$ cat config.mk
export PLATFORM = sky130hd
export DESIGN_NAME = hmpq_ram
export DESIGN_NICKNAME = d
export VERILOG_FILES = /design/src/rtl/hmpq_ram.sv
export SDC_FILE = /design/constraint.sdc
export NUM_CORES = 1
export LEC_CHECK = 0
export BUFFER_PORTS_ARGS = -buffer_cell sky130_fd_sc_hd__clkbuf_2
export CAP_MARGIN = 20
export CORE_AREA = 2 2 93 113
export CTS_CLUSTER_SIZE = 16
export DETAILED_ROUTE_END_ITERATION = 16
export DIE_AREA = 0 0 95 115
export PLACE_DENSITY = 0.7
export SETUP_SLACK_MARGIN = 0.4
export SYNTH_ARGS = -nofsm -noshare
export SYNTH_HDL_FRONTEND = slang
export SYNTH_SLANG_ARGS = --single-unit
$ cat constraint.sdc
create_clock -name clk -period 5.1 [get_ports clk]
set_input_delay 1.02 -clock clk [delete_from_list [all_inputs] [get_ports clk]]
set_output_delay 1.02 -clock clk [all_outputs]
set_load 0.01 [all_outputs]
$ cat src/rtl/hmpq_ram.sv
// Generic single-clock RAM with one write port and one registered read port.
// Stands alone; uses no package.
module hmpq_ram #(
    parameter int WIDTH = 8,
    parameter int DEPTH = 16
) (
    input  logic                     clk,
    input  logic                     we,
    input  logic [$clog2(DEPTH)-1:0] waddr,
    input  logic [WIDTH-1:0]         wdata,
    input  logic                     re,
    input  logic [$clog2(DEPTH)-1:0] raddr,
    output logic [WIDTH-1:0]         rdata
);

    logic [WIDTH-1:0] mem [DEPTH];
    logic [WIDTH-1:0] rdata_reg;

    always_ff @(posedge clk)
    begin
        if (we)
        begin
            mem[waddr] <= wdata;
        end
        if (re)
        begin
            rdata_reg <= mem[raddr];
        end
    end

    assign rdata = rdata_reg;

endmodule

==> results of run 1 <==
[cells in the final DEF, fill, tap and decap left out, types with 2 or more instances in the layout]
cell / count
a22oi_1: 16
clkbuf_1: 5
nand2b_1: 2
clkbuf_16: 17
nand2_1: 9
buf_4: 4
nand3b_1: 2
clkinv_1: 6
edfxtp_1: 136
nor2_1: 13
mux4_1: 14
nor3_1: 3
clkbuf_2: 26
mux4_2: 18
[power by group through the flow]
stage / combinational (W) / sequential, W / clock, W
final: 0.000110 / 0.00127 / 0.00105
after global routing: 0.000120 / 0.00127 / 0.00110
after CTS: 0.000112 / 0.00127 / 0.00106
after detailed placement: 0.000111 / 0.00129 / 0
after global placement: 0.000108 / 0.00129 / 0
after floorplan: 0.0000636 / 0.00129 / 0
[layout make-up]
type	count	share of cell area
clock buffers	22	0.0745
clock inverters	8	0.00965
multi-input cells	83	0.178
flip-flops and latches	136	0.685
well taps	126	0.0264
repair buffers	30	0.0268
[worst max-delay path: stages]
cell,delay [ps]
clkbuf_2,370
buf_4,440
mux4_1,620
a22oi_1,280
nand2_1,100
[metrics by stage]
stage / cells / hold WS, ps / cell area (um2)
after floorplan: 229 / 705 / 5230
after global placement: 375 / 731 / 5460
after detailed placement: 375 / 742 / 5460
after CTS: 405 / 755 / 5970
after global routing: 405 / 786 / 5970
final: 405 / 748 / 5970
[per-layer routing]
| layer | global-route usage | vias to the layer above |
|---|---|---|
| met5 | 0 | - |
| met2 | 0.316 | 146 |
| li1 | - | 1059 |
| met4 | 0.102 | 0 |
| met3 | 0.0675 | 17 |
| met1 | 0.261 | 1262 |
[final timing paths]
kind / from / end / slack, ps / cells after the start
worst min-delay path: mem[15][2] / rdata[2] / 750 / 3
worst max register to register: mem[8][4] / rdata[4] / 3590 / 3
worst min register to register: mem[15][2] / rdata[2] / 750 / 3
worst max-delay path: raddr[0] / rdata[3] / 2410 / 5
[kinds of logic (layout without fill, tap and decap cells)]
family / after synthesis / count (layout) / synth area share
AO/OA/AOI/OAI: 16 / 16 / 0.0230
buffers and inverters: 10 / 60 / 0.0165
flip-flops: 136 / 136 / 0.781
multiplexers: 32 / 32 / 0.148
AND/OR/NAND/NOR: 35 / 35 / 0.0314
==> impl_summary.md, run 1 <==
CTS
At the later pin of the worst-skew pair, clock insertion delay measures 410 ps. The post-CTS clock slew at the launch and capture registers of the worst setup and hold paths is around 50 ps. Post-CTS timing repair inserted 0 buffers for setup.

In this run, post-CTS hold repair placed 0 buffers. The clock tree from TritonCTS is done. The total CTS buffers is 17. The post-cts resize count is 0. In this run the number of H-tree levels came out at 4.

The clock sink total is between 100 and 150. No sink is reached through more buffers than the 2 on the longest clock path. The library cell used as clock root buffer is clkbuf_16.

Layout
The flip-flop count of the largest register after layout is 128. The final-stage net count is about 290. The multi-input logic area is between 1000 and 1500 um2. The share of cells above drive strength 1 is 0.247. The core occupancy in the finished layout is 0.605. The number of filler cells placed in the layout is ~690. The area added between synthesis and finish is 14.1%. The repair_antennas step left the layout with diodes totalling 0. The area taken by flip-flops and latches is approximately 4000 um2.

Route
For this run, the detailed router's first-pass iteration total came to 5. The detailed-routed wire length on met2 is 4980 um. After detailed routing, the met3 layer carries approximately 830 um of wire. The DRC violation total after the first TritonRoute iteration is 250. The routed length on met1 is a little under 4000 um. After detailed routing, the number of remaining DRC violations is 0. Signal routing reaches up to met4. The final layout contains routed wiring with a total length of around 9900 um. After detailed routing, the average wire length per cell comes to ~25 um. The detail route stage leaves a number of antenna-violating nets equal to 0. The average via count per standard cell is slightly above 6.

Detailed routing inserted a total of between 2000 and 2500 vias.

Timing
The number of pins with negative max-slew slack in the final report is 0. After routing, the total negative slack on setup checks comes to 0 ps. The number of failing hold endpoints at the final stage is 0.

Of the available clock period, the critical path in the final layout requires 0.527. The time the worst path needs with I/O delays and setup is between 2000 and 3000 ps. The final setup violation count is 0. Static timing analysis puts the maximum clock frequency at approximately 370 MHz.

The setup clock skew after layout is 5.11 ps. The transition at the pin with the smallest max-transition slack is about 1000 ps. The relative slew slack is 0.319. Setup repair after global routing left no endpoint under its margin.

Across all setup checks in the final design, the least slack found is ~2400 ps.

Place
At the end of routability-driven placement, the weighted congestion stood at approximately 0.75. At the placement stage, the worst setup path has a slack of around 2000 ps. The total half-perimeter wirelength after legalization and detailed placement is around 6100 um. The number of I/O port buffers is 26.

Global routing
The total overflow left after global routing is 0. The largest net degree at the start of global routing is 33. The via count of the first global-routing pass came to 2466.

The global-route wire length before repair is roughly 15000 um. The number of antenna violations at the first check in global routing is 0. The overall routing resource usage is 0.204.

Yosys
The number of different library cells used by synthesis comes to 18. For this run, the number of Yosys warnings is 0. In the post-synthesis netlist, the biggest area contributors are edfxtp_1, mux4_2, mux4_1. For this run, asynchronously set or reset flops after synthesis account for 0. For this run, the leading register cell type out of synthesis is edfxtp_1.

After synthesis, the most frequently instantiated cells are edfxtp_1, mux4_2, a22oi_1. The share of synthesized area in the top cell type comes to 0.781. The library cell with the highest instance count after synthesis is edfxtp_1. The number of nets handed over by synthesis was around 250. The average instance in the mapped netlist occupies roughly 23 um2. Of the synthesized area, sequential elements account for 0.781. The register bit count reported by yosys is about 140.

Counting flops with a built-in enable in the synthesized netlist gives 136. The mapped cell area is about 5200 um2. The leading area contributor after synthesis is edfxtp_1. Synthesis produced a netlist whose cell count is around 230.

Die
The floorplan step set the die width to around 95 um. The area of the die is approximately 11000 um2. The initial standard-cell utilization of the core is 0.530.

The top-level I/O count is 27. The floorplan step defined a core boundary enclosing roughly 10000 um2. The floorplan die height is between 100 and 150 um. In this run the core area contains 40 standard-cell rows.

Pwr
The final total power is about 0.0024 W. Of the total power, the share spent switching nets is 0.195. The static leakage power is between 1.5 and 2 nW. The power density over the cells is a little over 400 nW/um2. The clock share of power is 0.433. The fraction of power consumed by combinational cells is 0.045.

Across the VDD grid, the largest voltage drop is about 0.29 mV. The internal portion of total power is roughly 0.0020 W. The sequential share of power is 0.522. The switching component of the power is between 0.0004 and 0.0005 W.

Worst setup path
STA puts the critical path data required time at about 5300 ps. Data on the critical path arrives at its endpoint at around 2900 ps. The setup path with the least slack is of type input port to register. The type of destination of the critical path is a register. Of all nets on the critical path, the largest fanout is 20. The worst setup path is launched from an input port.

Min path
The worst hold-check path type is register to register.

Outcome
The flow ran to the end, and the final reports show no timing, DRC or antenna violations.

Job
The tool flagged a number of max-cap violations equal to 0.
Note: power is estimated with default switching activity, not from simulation.
==> run 2, diff against run 1 <==
- clock period: 5.1 -> 2.75 ns (I/O delays scaled with it)
==> run 2 against run 1 <==
Wire length is 0.15% higher. Register-to-register slack got worse by 2400 ps. Non-clock buffer count is 16 higher. Via count is 1.0% higher. Cell area increased by 3.6%. Global-route usage increased by 0.38 points. Die area is the same. Sequential cell count stayed put. Clock-buffer cell count shrank 3. Hold slack worse by 190 ps. Combinational power up 94%. Largest cell class unchanged.
==> impl_summary.md, run 2 (same netlist as run 1, synthesis figures left out) <==
CTS
The post-CTS clock slew at the launch and capture registers of the worst setup and hold paths is 50 ps (about the same). The post-CTS setup buffer count is 0 (unchanged). The count of hold-fix buffers inserted at cts came to 0 (unchanged). The clock tree from TritonCTS is done. The clock sink total came to 136 (unchanged). The library cell used as clock root buffer is clkbuf_16.

The post-cts resize count is 0 (unchanged). The number of buffers between clock root and the deepest sink was 2 (unchanged). The number of levels in the clock H-tree came to 4 (unchanged). The clock insertion delay at the later pin of the skew report was 410 ps (about the same). The total CTS buffers is 17 (unchanged).

Global routing
The overall routing resource usage is 0.208 (+0.00377). The largest net degree at the start of global routing is 20 (-39%). The final global-route overflow total is 0 (unchanged). The global-route wire length before repair is 15300 um (+3.6%).

The via count of the first global-routing pass came to 2591 (+5.1%). The number of antenna violations at the first check in global routing was 0 (unchanged).

Die
The area of the die is 10900 um2 (unchanged). The floorplan row count is 40 (unchanged). The top-level I/O count is 27 (unchanged).

The die width is 95 um (unchanged). The initial standard-cell utilization of the core is 0.530 (unchanged). The core region area is 9860 um2 (unchanged). The floorplan die height is 115 um (unchanged).

Place
The number of I/O port buffers is 26 (unchanged). The total half-perimeter wirelength after legalization and detailed placement was 6200 um (+2.1%). The last weighted congestion value of the routability-driven placer is 0.756 (+0.84%). The cell count after placement is 391 (+4.3%).

Pwr
The power density over the cells is 780 nW/um2 (+92%). The static leakage power is 2.12 nW (+6.9%). The maximum VDD drop came to 0.384 mV (+33%).

Layout
The antenna diode count came to 0 (unchanged). The most common cell after layout, fill and taps aside is edfxtp_1. The number of non-filler instances in the completed layout is 423 (+4.4%). From synthesis to final layout, the design area changed by 18.3%.

The flip-flop count of the largest register after layout was 128 (unchanged). The final-stage net count is 303 (+5.6%). In the layout the commonest cells are edfxtp_1, clkbuf_2, buf_4. The share of cells above drive strength 1 is 0.303 (+0.0557).

Job
The max-capacitance violation count is 0 (unchanged).

Route
The count of nets left with antenna violations after detail routing was 0 (unchanged). The aggregate routed wire length is 9940 um (+0.15%). The length of the first detailed-routing pass in iterations was 5 (unchanged).

The average via count per standard cell is 5.93 (-3.3%). The routed length per placed instance is 23.5 um (-4.1%). The DRC violation total after the first TritonRoute iteration is 183 (-27%). The number of remaining DRC errors is 0 (unchanged). The total via count in the routed design is 2510 (+1.0%).

Timing
The number of pins with negative max-slew slack in the final report is 0 (unchanged). Of the available clock period, the critical path in the final layout requires 0.693. Setup repair after global routing left no endpoint under its margin. The time the worst path needs with I/O delays and setup is ~1900 ps. The transition at the pin with the smallest max-transition slack came to 781 ps (-237 ps).

The summed negative setup slack over all endpoints was 0 ps (unchanged). The relative slew slack came to 0.477 (+0.158). The final setup violation count is 0 (unchanged).

Timing would allow up to 525 MHz. The setup clock skew after layout is 5.26 ps (+0.149 ps). The number of failing hold endpoints at the final stage is 0 (unchanged).

Worst setup path
The number of buffer and inverter instances along the worst setup path came to 2 (unchanged). The family of cells with the greatest summed delay on the critical path is multiplexers. The type of destination of the critical path is a register. The delay of the slowest critical-path stage is 590 ps (-30 ps). The worst setup path is of the input port to register kind. The library cell contributing the largest single delay on the critical path is mux4_1. Walking the worst path, the cells encountered are clkbuf_2 -> buf_12 -> mux4_1 -> a22oi_1 -> nand2_1.

The peak fanout along the critical path is 19 (-5.0%). The data required time at the worst endpoint was 2910 ps (-2350 ps). The nature of the critical path startpoint is an input port. The arrival time at the worst endpoint came to 2070 ps (-780 ps).

Min path
The worst hold-check path type is input port to register.

Outcome
The flow ran to the end, and the final reports show no timing, DRC or antenna violations.
==> run 2: cell count changes in the layout (fill, tap and decap cells not counted) <==
cell and delta:
buf_4 +15, clkinv_2 +3, buf_12 +1, bufinv_16 +3, clkinv_1 -1, clkbuf_1 -3
nor3_2 -1, nor3_1 +1
==> run 2: layout make-up <==
class                   instances  area [um2]
clock buffers                  19         433
well taps                     126         158
clock inverters                13         159
flip-flops and latches        136        4080
multi-input cells              83        1060
repair buffers                 46         293
fillers                       652        3680
==> run 2: metal layers <==
metal	vias up	track usage	part of all wire
met3	15	0.0609	0.059
li1	1093	-	-
met2	93	0.318	0.52
met5	-	0	0
met4	0	0.0976	0.015
met1	1309	0.279	0.40
==> run 2: path summary, 6_finish.rpt <==
path,start,endpoint,slack [ps],cells past startpoint
worst max-delay path,raddr[0],rdata[3],840,5
worst min-delay path,wdata[2],mem[6][2],560,1
worst max register to register,mem[1][5],rdata[5],1230,3
worst min register to register,mem[14][1],rdata[1],750,3
==> run 2: power breakdown <==
part	switching, W	internal (W)	leakage (nW)
clock	0.000771	0.00149	0.292
combinational	0.000124	0.0000897	0.588
sequential	0.0000129	0.00234	1.24
total	0.000907	0.00392	2.12
==> run 2: metrics by stage <==
step | area [um2] | setup slack [ps] | power (W) | util | hold WS, ps
final | 6180 | 844 | 0.00483 | 0.627 | 561
after global placement | 5590 | 416 | 0.00260 | 0.567 | 728
after floorplan | 5230 | 707 | 0.00251 | - | 649
after detailed placement | 5590 | 428 | 0.00261 | 0.567 | 742
after global routing | 6180 | 748 | 0.00497 | 0.627 | 557
after CTS | 6180 | 844 | 0.00486 | 0.627 | 544
==> run 3, diff against run 2 <==
- PLACE_DENSITY: 0.7 -> 0.73
- clock period: 2.75 -> 1.6 ns (I/O delays scaled with it)
==> run 3 against run 2 <==
Power increased by 70%. Critical path depth fell by 2. Register-to-register slack worse by 1100 ps. Combinational power up 110%. Worst setup slack lost 700 ps. Clock skew rose by 1.5 ps. Sequential cell count did not move. Utilization up 1.8 points. Critical path type is now register to register. Largest cell class unchanged. Largest power group unchanged.
==> impl_summary.md, run 3 (same netlist as run 1, synthesis figures left out) <==
Worst setup path
Tracing the worst setup path back leads to its startpoint at mem[3][0]. The critical path in this run is classified as register to register. The number of cell instances on the worst register-to-register path came to 3 (unchanged). The end point of the critical path is rdata[0].

The reg-to-reg setup timing slack is 140 ps (-1090 ps). In this run the critical register-to-register path is captured at rdata[0]. The peak fanout along the critical path is 1 (-18). The type of destination of the critical path is a register. The data required time at the worst endpoint is 1750 ps (-1160 ps). The nature of the critical path startpoint is a register. In this run the critical register-to-register path is launched from mem[3][0].

The arrival time at the worst endpoint was 1610 ps (-460 ps).

CTS
The total CTS buffers was 17 (unchanged). The number of levels in the clock H-tree came to 4 (unchanged). The number of buffers between clock root and the deepest sink is 2 (unchanged). The post-CTS clock slew at the launch and capture registers of the worst setup and hold paths was 50 ps (about the same). The post-CTS setup buffer count is 0 (unchanged). The count of hold-fix buffers inserted at cts is 0 (unchanged). The clock sink total came to 136 (unchanged). The tree is rooted in a clkbuf_16. The clock insertion delay at the later pin of the skew report came to 410 ps (about the same).

The clock tree from TritonCTS is done.

Place
The total half-perimeter wirelength after legalization and detailed placement came to 6320 um (+1.9%). The last weighted congestion value of the routability-driven placer came to 0.704 (-6.9%). The number of I/O port buffers is 26 (unchanged). The cell count after placement is 390 (-0.26%). The setup slack after placement is -338 ps (-766 ps).

Die
The initial standard-cell utilization of the core is 0.530 (unchanged). The die width is 95 um (unchanged). The area of the die is 10900 um2 (unchanged). The floorplan die height is 115 um (unchanged). The top-level I/O count is 27 (unchanged). The floorplan row count is 40 (unchanged). The core region area was 9860 um2 (unchanged).

Layout
In the layout the commonest cells are edfxtp_1, mux4_2, clkbuf_2. The most common cell after layout, fill and taps aside is edfxtp_1. The area added between synthesis and finish is 21.7%. The number of non-filler instances in the completed layout is 422 (-0.24%). The share of cells above drive strength 1 is 0.432 (+0.129). The final-stage net count is 302 (-0.33%).

The number of filler cells placed in the layout is 623 (-4.4%). The flip-flop count of the largest register after layout is 128 (unchanged). The antenna diode count is 0 (unchanged).

Outcome
The flow ran to the end, and the final reports show no timing, DRC or antenna violations.

Global routing
The global-route wire length before repair is 15200 um (-0.54%). The met2 usage came to 0.343 (+0.0251). The largest net degree at the start of global routing is 19 (-5.0%).

The overall routing resource usage was 0.206 (-0.00176). After global routing, the most crowded layer is met2. The met3 capacity usage during global routing is 0.0478 (-0.0131). The global routing usage on met1 was 0.255 (-0.0241).

The final global-route overflow total is 0 (unchanged). The number of antenna violations at the first check in global routing is 0 (unchanged). The via count of the first global-routing pass is 2588 (-0.12%).

Timing
The post-route worst setup slack came to 139 ps (-704 ps). The number of failing hold endpoints at the final stage came to 0 (unchanged). The setup clock skew after layout is 6.74 ps (+1.48 ps). Derived from the worst setup path, the maximum achievable clock frequency is just under 700 MHz. The share of the clock period used by the worst path after layout is 0.913. The number of pins with negative max-slew slack in the final report is 0 (unchanged).

The relative slew slack came to 0.420 (-0.0574). The final setup violation count is 0 (unchanged). The transition at the pin with the smallest max-transition slack came to 868 ps (+87.2 ps).

Setup repair after global routing could not meet its margin everywhere. The worst path in the final design needs a cycle of 1460 ps, including I/O delays and setup.

Pwr
The static leakage power is 2.08 nW (-1.5%). The power density over the cells is 1290 nW/um2 (+65%). The maximum VDD drop was 0.693 mV (+81%).

Min path
The path class of the tightest hold or removal check is input port to register. In this run the most critical hold path is launched from wdata[4].

Route
The number of remaining DRC errors was 0 (unchanged). The aggregate routed wire length is 9840 um (-1.1%). The average via count per standard cell was 5.75 (-3.1%). The length of the first detailed-routing pass in iterations is 5 (unchanged). The DRC violation total after the first TritonRoute iteration is 172 (-6.0%).

The count of nets left with antenna violations after detail routing is 0 (unchanged). The total via count in the routed design is 2427 (-3.3%). The routed length per placed instance is 23.3 um (-0.84%).

Job
The max-capacitance violation count is 0 (unchanged).
-- run 3: power breakdown --
group	switching (W)	internal, W
combinational	0.000246	0.000194
sequential	0.0000222	0.00402
clock	0.00132	0.00240
-- run 3: worst min-delay path by stage --
stage / endpoint / slack (ps) / depth (start not counted)
after detailed placement: rdata[7] / 740 / 1
after global routing: rdata[3] / 320 / 1
after CTS: rdata[3] / 300 / 1
after global placement: rdata[7] / 730 / 1
final: mem[8][4] / 330 / 1
after floorplan: mem[0][0] / 420 / 0
-- run 3: area by class of cell --
type,instances,area [um2],share of cell area
multi-input cells,83,1170,0.184
well taps,126,158,0.0248
repair buffers,45,379,0.0596
clock inverters,13,135,0.0212
flip-flops and latches,136,4080,0.642
clock buffers,19,433,0.0681
-- run 3: layer usage --
layer,share of wire,vias to the layer above,wire length [um]
met2,0.55,108,5410
met1,0.37,1236,3680
met4,0.019,0,186
li1,-,1074,-
met5,0,-,0
met3,0.058,9,566
-- run 3: worst max-delay path, cell delays in order (launching register included) --
cell and delay (ps):
edfxtp_1 370, mux4_2 490, a22oi_2 240, nand2_1 100
-- run 3: through the flow --
stage                     hold WS (ps)  setup TNS, ps  total power (W)  cell area (um2)   util
after detailed placement           739          -2130          0.00454             5750  0.583
after CTS                          304              0          0.00825             6340  0.643
after global placement             725          -1870          0.00453             5750  0.583
after floorplan                    419              0          0.00435             5340      -
after global routing               317              0          0.00843             6360  0.645
final                              327              0          0.00821             6360  0.645
-- run 3: timing repair --
item,CTS,global route
hold endpoints to repair,0,0
pin swaps,1,0
gates resized for setup,6,7
endpoints found under the setup margin,16,16
